## src/bole_pkg.sv

```systemverilog
// Package for the bounded ordered list engine: default sizes, request and
// status codes, and the sequencer state type. Used by the top level in src.
package bole_pkg;

  // Default list depth and stored word width.
  localparam int unsigned CapacityDef = 32;
  localparam int unsigned WordBitsDef = 32;

  // Fixed field widths of the request and result beats.
  localparam int unsigned ReqBits   = 3;
  localparam int unsigned PosBits   = 6;
  localparam int unsigned ItemBits  = 32;
  localparam int unsigned CountBits = 6;
  localparam int unsigned StatBits  = 2;

  // Request codes; codes five to seven carry no operation.
  typedef enum logic [ReqBits-1:0] {
    REQ_PUSH   = 3'd0,
    REQ_POP    = 3'd1,
    REQ_INSERT = 3'd2,
    REQ_REMOVE = 3'd3,
    REQ_GET    = 3'd4
  } req_e;

  // Result status codes.
  typedef enum logic [StatBits-1:0] {
    ST_OK       = 2'd0,
    ST_RANGE    = 2'd1,
    ST_FULL     = 2'd2,
    ST_PAST_END = 2'd3
  } status_e;

  // Sequencer states.
  typedef enum logic [1:0] {
    S_IDLE  = 2'd0,
    S_SHIFT = 2'd1,
    S_GET   = 2'd2
  } state_e;

endpackage

```

## src/bounded_ordered_list_engine.sv

```systemverilog
// Top level of the bounded ordered list engine: request decode, shift
// sequencer and result register. Depends on bole_pkg and bole_ram.
//
// An ordered list of up to CAPACITY words held in one synchronous RAM with
// one write and one read port. One request is taken at a time, and the next
// request beat is accepted only after the previous result beat has been
// taken. Push, pop, unused codes and any rejected request give their result
// in the cycle after acceptance. A get reads the RAM when it is accepted and
// registers the read word as its result in the S_GET state. Insert and remove
// move the entries behind the position one place over: the shift streams one
// RAM read and one RAM write per cycle, and the last read word is written
// back after the reads end. An insert at the end or a remove of the last
// entry moves nothing. Entries are read only after they were written, so the
// RAM needs no clearing after reset.
module bounded_ordered_list_engine
  import bole_pkg::*;
#(
  parameter int unsigned CAPACITY  = CapacityDef,
  parameter int unsigned WORD_BITS = WordBitsDef
) (
  input  logic                 clk_i,
  input  logic                 rst_ni,
  input  logic                 in_valid_i,
  output logic                 in_ready_o,
  input  logic [ReqBits-1:0]   req_type_i,
  input  logic [PosBits-1:0]   position_i,
  input  logic [ItemBits-1:0]  item_value_i,
  output logic                 out_valid_o,
  input  logic                 out_ready_i,
  output logic [ItemBits-1:0]  read_value_o,
  output logic [StatBits-1:0]  status_o,
  output logic [CountBits-1:0] entry_count_o,
  output logic                 is_full_o,
  output logic                 is_empty_o
);

  localparam int unsigned AW    = (CAPACITY > 1) ? $clog2(CAPACITY) : 1;
  localparam int unsigned CNT_W = $clog2(CAPACITY + 1);
  localparam int unsigned CW    = (CNT_W > PosBits) ? CNT_W : PosBits;

  // Sequencer and list state.
  state_e               state_q, state_d;
  logic [CNT_W-1:0]     count_q, count_d;
  logic                 out_valid_q, out_valid_d;
  logic [ItemBits-1:0]  res_value_q, res_value_d;
  status_e              res_status_q, res_status_d;

  // Shift bookkeeping.
  logic                 is_ins_q, is_ins_d;
  logic [AW-1:0]        rd_idx_q, rd_idx_d;
  logic [CNT_W-1:0]     rd_cnt_q, rd_cnt_d;
  logic                 pend_q, pend_d;
  logic [AW-1:0]        paddr_q, paddr_d;
  logic [AW-1:0]        pos_q, pos_d;
  logic [WORD_BITS-1:0] word_q, word_d;

  // RAM port signals.
  logic                 mem_we, mem_re;
  logic [AW-1:0]        mem_waddr, mem_raddr;
  logic [WORD_BITS-1:0] mem_wdata, mem_rdata;

  // Decode helpers.
  logic                 accept;
  req_e                 req;
  logic [CW-1:0]        pos_ext, cnt_ext;
  logic                 list_full, list_empty;
  logic                 go_shift, go_get, shift_done;

  assign in_ready_o = (state_q == S_IDLE) && !out_valid_q;
  assign accept     = in_valid_i && in_ready_o;
  assign req        = req_e'(req_type_i);
  assign pos_ext    = CW'(position_i);
  assign cnt_ext    = CW'(count_q);
  assign list_full  = (count_q == CNT_W'(CAPACITY));
  assign list_empty = (count_q == '0);
  assign shift_done = (rd_cnt_q == '0) && !pend_q;

  // Requests that leave the idle state for a multi-cycle sequence.
  always_comb begin
    go_shift = 1'b0;
    go_get   = 1'b0;
    if (accept) begin
      case (req)
        REQ_INSERT: go_shift = (pos_ext < CW'(CAPACITY)) && !list_full &&
                               (pos_ext <= cnt_ext);
        REQ_REMOVE: go_shift = (pos_ext < cnt_ext);
        REQ_GET:    go_get   = (pos_ext < cnt_ext);
        default: begin
          go_shift = 1'b0;
          go_get   = 1'b0;
        end
      endcase
    end
  end

  // Next state.
  always_comb begin
    state_d = state_q;
    case (state_q)
      S_IDLE: begin
        if (go_shift) begin
          state_d = S_SHIFT;
        end else if (go_get) begin
          state_d = S_GET;
        end
      end
      S_SHIFT: begin
        if (shift_done) begin
          state_d = S_IDLE;
        end
      end
      S_GET:   state_d = S_IDLE;
      default: state_d = S_IDLE;
    endcase
  end

  // Datapath, RAM control and result loading.
  always_comb begin
    mem_we       = 1'b0;
    mem_waddr    = AW'(count_q);
    mem_wdata    = WORD_BITS'(item_value_i);
    mem_re       = 1'b0;
    mem_raddr    = AW'(position_i);
    count_d      = count_q;
    out_valid_d  = out_valid_q && !out_ready_i;
    res_value_d  = res_value_q;
    res_status_d = res_status_q;
    is_ins_d     = is_ins_q;
    rd_idx_d     = rd_idx_q;
    rd_cnt_d     = rd_cnt_q;
    pend_d       = 1'b0;
    paddr_d      = paddr_q;
    pos_d        = pos_q;
    word_d       = word_q;

    case (state_q)
      S_IDLE: begin
        if (accept) begin
          res_value_d  = '0;
          res_status_d = ST_OK;
          out_valid_d  = 1'b1;
          pos_d        = AW'(position_i);
          word_d       = WORD_BITS'(item_value_i);
          case (req)
            REQ_PUSH: begin
              if (list_full) begin
                res_status_d = ST_FULL;
              end else begin
                mem_we  = 1'b1;
                count_d = count_q + CNT_W'(1);
              end
            end
            REQ_POP: begin
              if (!list_empty) begin
                count_d = count_q - CNT_W'(1);
              end
            end
            REQ_INSERT: begin
              if (pos_ext >= CW'(CAPACITY)) begin
                res_status_d = ST_RANGE;
              end else if (list_full) begin
                res_status_d = ST_FULL;
              end else if (pos_ext > cnt_ext) begin
                res_status_d = ST_PAST_END;
              end else begin
                // Move entries up, starting from the last one.
                out_valid_d = 1'b0;
                is_ins_d    = 1'b1;
                rd_idx_d    = AW'(count_q - CNT_W'(1));
                rd_cnt_d    = CNT_W'(cnt_ext - pos_ext);
              end
            end
            REQ_REMOVE: begin
              if (pos_ext >= cnt_ext) begin
                res_status_d = ST_RANGE;
              end else begin
                // Move entries down, starting just above the removed one.
                out_valid_d = 1'b0;
                is_ins_d    = 1'b0;
                rd_idx_d    = AW'(pos_ext + CW'(1));
                rd_cnt_d    = CNT_W'(cnt_ext - pos_ext - CW'(1));
              end
            end
            REQ_GET: begin
              if (pos_ext >= cnt_ext) begin
                res_status_d = ST_RANGE;
              end else begin
                out_valid_d = 1'b0;
                mem_re      = 1'b1;
              end
            end
            default: res_status_d = ST_OK;
          endcase
        end
      end

      S_SHIFT: begin
        // Issue the next read of the stream.
        mem_re    = (rd_cnt_q != '0);
        mem_raddr = rd_idx_q;
        pend_d    = mem_re;
        paddr_d   = rd_idx_q;
        if (mem_re) begin
          rd_cnt_d = rd_cnt_q - CNT_W'(1);
          rd_idx_d = is_ins_q ? (rd_idx_q - AW'(1)) : (rd_idx_q + AW'(1));
        end
        // Write back the word read in the previous cycle, one place over.
        if (pend_q) begin
          mem_we    = 1'b1;
          mem_waddr = is_ins_q ? (paddr_q + AW'(1)) : (paddr_q - AW'(1));
          mem_wdata = mem_rdata;
        end else if (rd_cnt_q == '0) begin
          if (is_ins_q) begin
            mem_we    = 1'b1;
            mem_waddr = pos_q;
            mem_wdata = word_q;
            count_d   = count_q + CNT_W'(1);
          end else begin
            count_d   = count_q - CNT_W'(1);
          end
          res_value_d  = '0;
          res_status_d = ST_OK;
          out_valid_d  = 1'b1;
        end
      end

      S_GET: begin
        res_value_d  = ItemBits'(mem_rdata);
        res_status_d = ST_OK;
        out_valid_d  = 1'b1;
      end

      default: out_valid_d = out_valid_q;
    endcase
  end

  // Control registers.
  always_ff @(posedge clk_i or negedge rst_ni) begin
    if (!rst_ni) begin
      state_q     <= S_IDLE;
      count_q     <= '0;
      out_valid_q <= 1'b0;
      is_ins_q    <= 1'b0;
      rd_cnt_q    <= '0;
      pend_q      <= 1'b0;
    end else begin
      state_q     <= state_d;
      count_q     <= count_d;
      out_valid_q <= out_valid_d;
      is_ins_q    <= is_ins_d;
      rd_cnt_q    <= rd_cnt_d;
      pend_q      <= pend_d;
    end
  end

  // Payload registers.
  always_ff @(posedge clk_i) begin
    res_value_q  <= res_value_d;
    res_status_q <= res_status_d;
    rd_idx_q     <= rd_idx_d;
    paddr_q      <= paddr_d;
    pos_q        <= pos_d;
    word_q       <= word_d;
  end

  // Entry storage.
  bole_ram #(
    .WIDTH (WORD_BITS),
    .DEPTH (CAPACITY)
  ) u_store (
    .clk_i   (clk_i),
    .we_i    (mem_we),
    .waddr_i (mem_waddr),
    .wdata_i (mem_wdata),
    .re_i    (mem_re),
    .raddr_i (mem_raddr),
    .rdata_o (mem_rdata)
  );

  // Result beat; count and flags follow the list state, which holds still
  // while a result waits.
  assign out_valid_o   = out_valid_q;
  assign read_value_o  = res_value_q;
  assign status_o      = res_status_q;
  assign entry_count_o = CountBits'(count_q);
  assign is_full_o     = list_full;
  assign is_empty_o    = list_empty;

endmodule

```

## src/bole_ram.sv

```systemverilog
// Generic single-write, single-read synchronous RAM with a registered read.
// Depends on nothing; sized by the WIDTH and DEPTH parameters.
module bole_ram #(
  parameter int unsigned WIDTH = 32,
  parameter int unsigned DEPTH = 32,
  localparam int unsigned AW = (DEPTH > 1) ? $clog2(DEPTH) : 1
) (
  input  logic             clk_i,
  input  logic             we_i,
  input  logic [AW-1:0]    waddr_i,
  input  logic [WIDTH-1:0] wdata_i,
  input  logic             re_i,
  input  logic [AW-1:0]    raddr_i,
  output logic [WIDTH-1:0] rdata_o
);

  logic [WIDTH-1:0] mem_q [DEPTH];

  // Write port.
  always_ff @(posedge clk_i) begin
    if (we_i) begin
      mem_q[waddr_i] <= wdata_i;
    end
  end

  // Read port; the read data is registered and valid in the cycle after the read enable.
  always_ff @(posedge clk_i) begin
    if (re_i) begin
      rdata_o <= mem_q[raddr_i];
    end
  end

endmodule

```

## config.mk

```make
export PLATFORM = sky130hd
export DESIGN_NAME = bounded_ordered_list_engine
export DESIGN_NICKNAME = d
export VERILOG_FILES = /design/src/bole_pkg.sv /design/src/bounded_ordered_list_engine.sv /design/src/bole_ram.sv
export SDC_FILE = /design/constraint.sdc
export NUM_CORES = 1
export LEC_CHECK = 0
export BUFFER_PORTS_ARGS = -buffer_cell sky130_fd_sc_hd__buf_2
export CAP_MARGIN = 10
export CORE_MARGIN = 5
export CORE_UTILIZATION = 45
export DETAILED_ROUTE_END_ITERATION = 12
export GPL_ROUTABILITY_DRIVEN = 0
export SETUP_SLACK_MARGIN = 0.05
export SYNTH_ARGS = -nofsm -noshare
export SYNTH_HDL_FRONTEND = slang
export SYNTH_SLANG_ARGS = --single-unit
```

## constraint.sdc

```tcl
create_clock -name clk_i -period 5.54 [get_ports clk_i]
set_input_delay 1.662 -clock clk_i [delete_from_list [all_inputs] [get_ports clk_i]]
set_output_delay 1.662 -clock clk_i [all_outputs]
set_load 0.02 [all_outputs]
```

# Word-level counts from Yosys, hierarchy flattened
# Memory sizes are Yosys's and may differ from the RTL's. A register that Yosys moved wholly into a read port is not among the register bits.
# Cells that the tools add are included.
# classes
add_sub_neg	10
order_cmp	6
eq_ne	25
muxes	85
reduce_logical	25
# op_table
cell	n
32-bit two-way mux	7
32-bit one-hot mux with 3 select lines	1
6-bit two-way mux	12
5-bit two-way mux	13
6-bit one-hot mux with 2 select lines	4
1-bit two-way mux	27
3-bit inequality test, second input constant	7
2-bit two-way mux	10
5-bit one-hot mux with 2 select lines	2
2-bit inequality test, second input constant	9
6-bit by 1-bit subtractor with 6-bit output, second input constant	3
5-bit by 1-bit adder with 5-bit output, second input constant	3
7-bit AND reduction	2
6-bit zero test	2
2-bit one-hot mux with 3 select lines	2
1-bit one-hot mux with 2 select lines	5
5-bit by 1-bit subtractor with 5-bit output, second input constant	2
8-bit AND reduction	1
6-bit by 1-bit adder with 6-bit output, second input constant	1
3-bit by 2-bit == test with 1-bit output, second input constant	2
6-bit == test, second input constant	1
6-bit >= comparator	1
6-bit >= comparator, second input constant	1
6-bit > comparator	1
other kinds (21)	32
# totals
regBits	98
ramBits	1024
in_bits	45
n_memories	1
# memory_table
memory	words	word_bits	rd	rd_ports_with_merged_regs	write_ports	line_no	source
u_store.mem_q	32	32	1	1	1	bole_ram.sv:17	logic [WIDTH-1:0] mem_q [DEPTH];

# Logic depth before layout (Yosys ltp)
# logic_depth
ltp_word	8
depth_mapped	12
mapped_depth_nobuf	11

# By module
# From an unflattened synthesis, not the netlist that was laid out.
# unflattened
cells_unflattened	2809
area_unflattened_um2	46434.5
# modules_own_cells
module	n_inst	cells_per_inst	area_each_um2	seq_area_each_um2
bole_ram	1	2260	40812.9	31710.4
bounded_ordered_list_engine	1	549	5621.6	2857.7

# Least setup slack after synthesis
# Ideal clock, no wire load.
# synth_path
kind	input -> register
start	input position_i[1]
end	register u_store.rdata_o[0] (read register of u_store.mem_q), enable pin
arrival_time_ns	5.412
setup_slack_ns	-0.337
path_stages	8
n_path_buf	2
path_cell_list	clkbuf_1 > inv_1 > clkbuf_1 > fa_1 > a21o_1 > a221oi_1 > nand2b_1 > o21ai_0
# synth_between
elab_chain_cells	5
# synth_lines
item	line_no	source
start, declared	bounded_ordered_list_engine.sv:26	input logic [PosBits-1:0] position_i,
6-bit >= comparator	bounded_ordered_list_engine.sv:185	if (pos_ext >= cnt_ext) begin
1-bit two-way mux	bounded_ordered_list_engine.sv:185	
1-bit two-way mux	bounded_ordered_list_engine.sv:144	case (req)
1-bit two-way mux	bounded_ordered_list_engine.sv:138	if (accept) begin
1-bit one-hot mux with 2 select lines	bounded_ordered_list_engine.sv:136	case (state_q)
via mem_re	bounded_ordered_list_engine.sv:58	logic mem_we, mem_re;
end, declared	bole_ram.sv:14	output logic [WIDTH-1:0] rdata_o
# The timed path passes the listed nets, and every way through them passes these cells.
# A chain may end at the register's enable or synchronous reset.

# Worst setup path in the final report
# layout_path
start	register count_q[0], in the netlist entry_count_o[0]
end	output is_full_o
# layout_between
elab_chain_cells	1
# layout_lines
item	line_no	source
start, declared	bounded_ordered_list_engine.sv:43	logic [CNT_W-1:0] count_q, count_d;
start signal, assigned	bounded_ordered_list_engine.sv:248	count_q <= count_d;
6-bit == test	bounded_ordered_list_engine.sv:74	assign list_full = (count_q == CNT_W'(CAPACITY));
end, declared	bounded_ordered_list_engine.sv:33	output logic is_full_o,
# No other way between the ends.

==> summary.txt <==
status: completed
Top FF cell, synth: edfxtp_1
CTS tree: done
initial core utilization: 45.5%
via count: 29100
Final WS setup: 0.830 ns
worst path buffer plus inverter count: 3
VDD IR max: 276 uV
area delta synth->final: 14.5%
Worst Path Arrival: 3.05 ns
Seq/Total Area, Yosys: 72.0%
initial antenna violation count: 4
Netlist cell types: 75
GR Util All Layers: 23.5%
Fill cells: 8435
Clk Latency, worst-skew pair: 0.71 ns
Hold Buf Count CTS: 0
Worst-Margin Slew: 1.27 ns
Post-synth EDFFs: 1137
row count: 119
TritonCTS buffer count: 115
Sum Neg Setup Slack: 0 ns
Mapped Area: 48000 um2
Yosys warnings: 0
post_cts resized: 0
FF+latch count, synth: 1154
simple-gate share of the synthesized area: 4.63%
post-CTS setup buffer count: 0
min Tclk post-route: 4.71 ns
proportion of layout cells with a drive suffix above 1: 19.9%
max cap viols: 0
die area: 113000 um2
Top Family by Delay on Critical Path: simple AND/OR/NAND/NOR gates
PwrDens: 428 nW/um2
XOR/XNOR Fraction of Synth Area: 0.521%
worst setup path start: entry_count_o[0]$_DFFE_PN0P_
vias in the first global route: 28900
core area: 106000 um2
Final nets: 3155
vias per inst: 6.36
Worst-path clk slew: 0.06 ns
hold crit path type: register to register
WHS: 0.559 ns
TritonCTS Sinks: 1154
largest net degree at the start of global routing: 134
routing usage on met3: 4.76%
root buffer cell: clkbuf_16
FFs w/ async S/R, synth: 1.47%
worst slack, placed: 0.733 ns
final slew viol count: 0
CP endpoint kind: primary output
Post-Syn Nets: 3036
Worst path max stage delay: 0.70 ns
port bufs: 88
r2r worst-path depth: 8
Critical Path Sink: is_full_o
Chip Height: 337 um
FF-to-FF setup slack: 1.01 ns
Crit path depth: 6
largest family of logic cells by synthesized area: compound AO/OA/AOI/OAI gates
gr busiest metal: met2
GRT met1 Usage: 32.8%
H-tree levels: 3
Max Clk Rate: 212 MHz
Setup Crit Path Kind: register to primary output
placed insts: 4345
CP max-delay cell: nor4b_1
post-synthesis mux area share: 8.65%
post-synthesis cell count: 2965
critical path's most frequent cell: inv_1
Worst Path Max Fanout: 10
total routed wirelength: 135 mm
total grt overflow: 0
M2 GR Usage: 37.3%
post-synthesis compound-gate area fraction: 11.2%
DRC Markers: 0
Ports: 89
first drt pass iteration count: 5
DPL Wire Length: 76.3 mm
Die W: 337 um
CP startpoint kind: register
Leak: 0.0176 uW
Final Non-Filler Cells: 4572
RSZ-0062 raised after global routing: no
drt wl/cell: 29.6 um
FF-to-FF End: u_store.mem_q[28][0]$_DFFE_PP_
Setup Viol. Count Final: 0
worst rel slew slack: 15.4%
first-pass GRT wire length: 196 mm
CP cell instances: inv_1, ha_1, nor4b_1, nand2_1, inv_1, buf_2
Adder-Cell Fraction of Synth Area: 0.724%
final period utilization: 85.0%
clk_skew: 0.0301 ns
Detail Route Antenna Nets: 0
Mean Syn Cell Area: 16.2 um2
clk buf depth: 3
final hold vios: 0
worst r2r src: state_q[1]$_DFFE_PN0P_
CP Data Required Time: 3.88 ns
1st-iter DRT viols: 3493
[registers in the layout (all words and copies together) (netlist names)]
signal           cells
u_store.rdata_o     32
pos_q                5
state_q              2
entry_count_o        6
pend_q               1
is_ins_q             1
paddr_q              5
word_q              32
out_valid_o          1
status_o             2
read_value_o        32
u_store.mem_q     1024
rd_idx_q             5
rd_cnt_q             6
[worst min-delay path by stage]
stage | end | slack, ns | depth (start not counted) | from
final | read_value_o[4]$_SDFFCE_PN0P_ | 0.56 | 1 | u_store.rdata_o[4]$_DFFE_PP_
after detailed placement | read_value_o[9]$_SDFFCE_PN0P_ | 0.55 | 1 | u_store.rdata_o[9]$_DFFE_PP_
after global placement | read_value_o[9]$_SDFFCE_PN0P_ | 0.55 | 1 | u_store.rdata_o[9]$_DFFE_PP_
after CTS | read_value_o[9]$_SDFFCE_PN0P_ | 0.56 | 1 | u_store.rdata_o[9]$_DFFE_PP_
after floorplan | paddr_q[0]$_DFFE_PP_ | 0.42 | 0 | rd_idx_q[0]$_DFFE_PP_
after global routing | read_value_o[4]$_SDFFCE_PN0P_ | 0.58 | 1 | u_store.rdata_o[4]$_DFFE_PP_
[cell families (layout without fill, tap and decap cells)]
family	after synthesis	count (layout)
xor+xnor	27	27
mux	212	212
other cells	0	2
simple gates	466	466
compound gates	836	836
fa+ha+maj	26	26
buf+inv	244	458
flops	1154	1154
[synthesized netlist by cell type (48+ instances only)]
master / n / area share, %
nand2_1: 224 / 1.8
a211oi_1: 151 / 2.4
a21boi_0: 50 / 0.78
and3_1: 53 / 0.69
buf_2: 57 / 0.59
mux2i_1: 48 / 1.0
a21oi_1: 286 / 3.0
nor2_1: 58 / 0.45
mux4_2: 161 / 7.6
clkbuf_1: 117 / 0.91
edfxtp_1: 1137 / 71
o21ai_0: 107 / 1.1
[power breakdown]
part / internal [uW] / switching [uW] / total [uW] / leakage [uW]
Combinational: 1800 / 3500 / 5300 / 0.00524
Clock: 4470 / 3290 / 7750 / 0.00185
Sequential: 10200 / 300 / 10500 / 0.0105
[worst register-to-register path: cells and delay by family (launching register included)]
family / cells / cell delay (ns)
buffers and inverters: 3 / 1.32
and+or+nand+nor: 2 / 1.18
adders and majority gates: 1 / 0.60
DFF: 1 / 0.40
AOI/OAI and AO/OA: 2 / 0.69
[layer usage]
| layer | wire, um | share of wire [%] |
|---|---|---|
| met1 | 53800 | 40 |
| met4 | 4620 | 3.4 |
| met5 | 0 | 0 |
| met2 | 63100 | 47 |
| met3 | 13900 | 10 |
[layout by cell type, fill, tap and decap left out, types with 42 or more instances in the layout]
master	synthesis	layout
edfxtp_1	1137	1137
a21oi_1	286	286
nand2_1	224	224
mux4_2	161	161
a211oi_1	151	151
clkbuf_16	0	116
buf_2	57	86
buf_4	18	81
o21ai_0	107	74
and3_1	53	53
a21boi_0	50	50
mux2i_1	48	47
a31oi_1	42	42
[metrics by stage]
stage                     util (%)  area, um2  power (uW)
after floorplan                  -      48000       14100
after detailed placement      48.3      51000       15900
after global placement        48.3      51000       15800
final                         52.1      55000       23500
after CTS                     51.9      54800       23600
after global routing          52.1      55000       24400
[layout make-up]
class	instances	area, um2	share of cell area [%]
repair buffers	216	1950	3.55
diodes	2	5.00	0.00910
clock inverters	66	669	1.22
clock buffers	146	3110	5.65
well taps	1391	1740	3.17
inverters	30	113	0.205
flip-flops and latches	1154	34600	62.9
multi-input cells	1567	12800	23.3
Note: power is estimated with default switching activity, not from simulation.
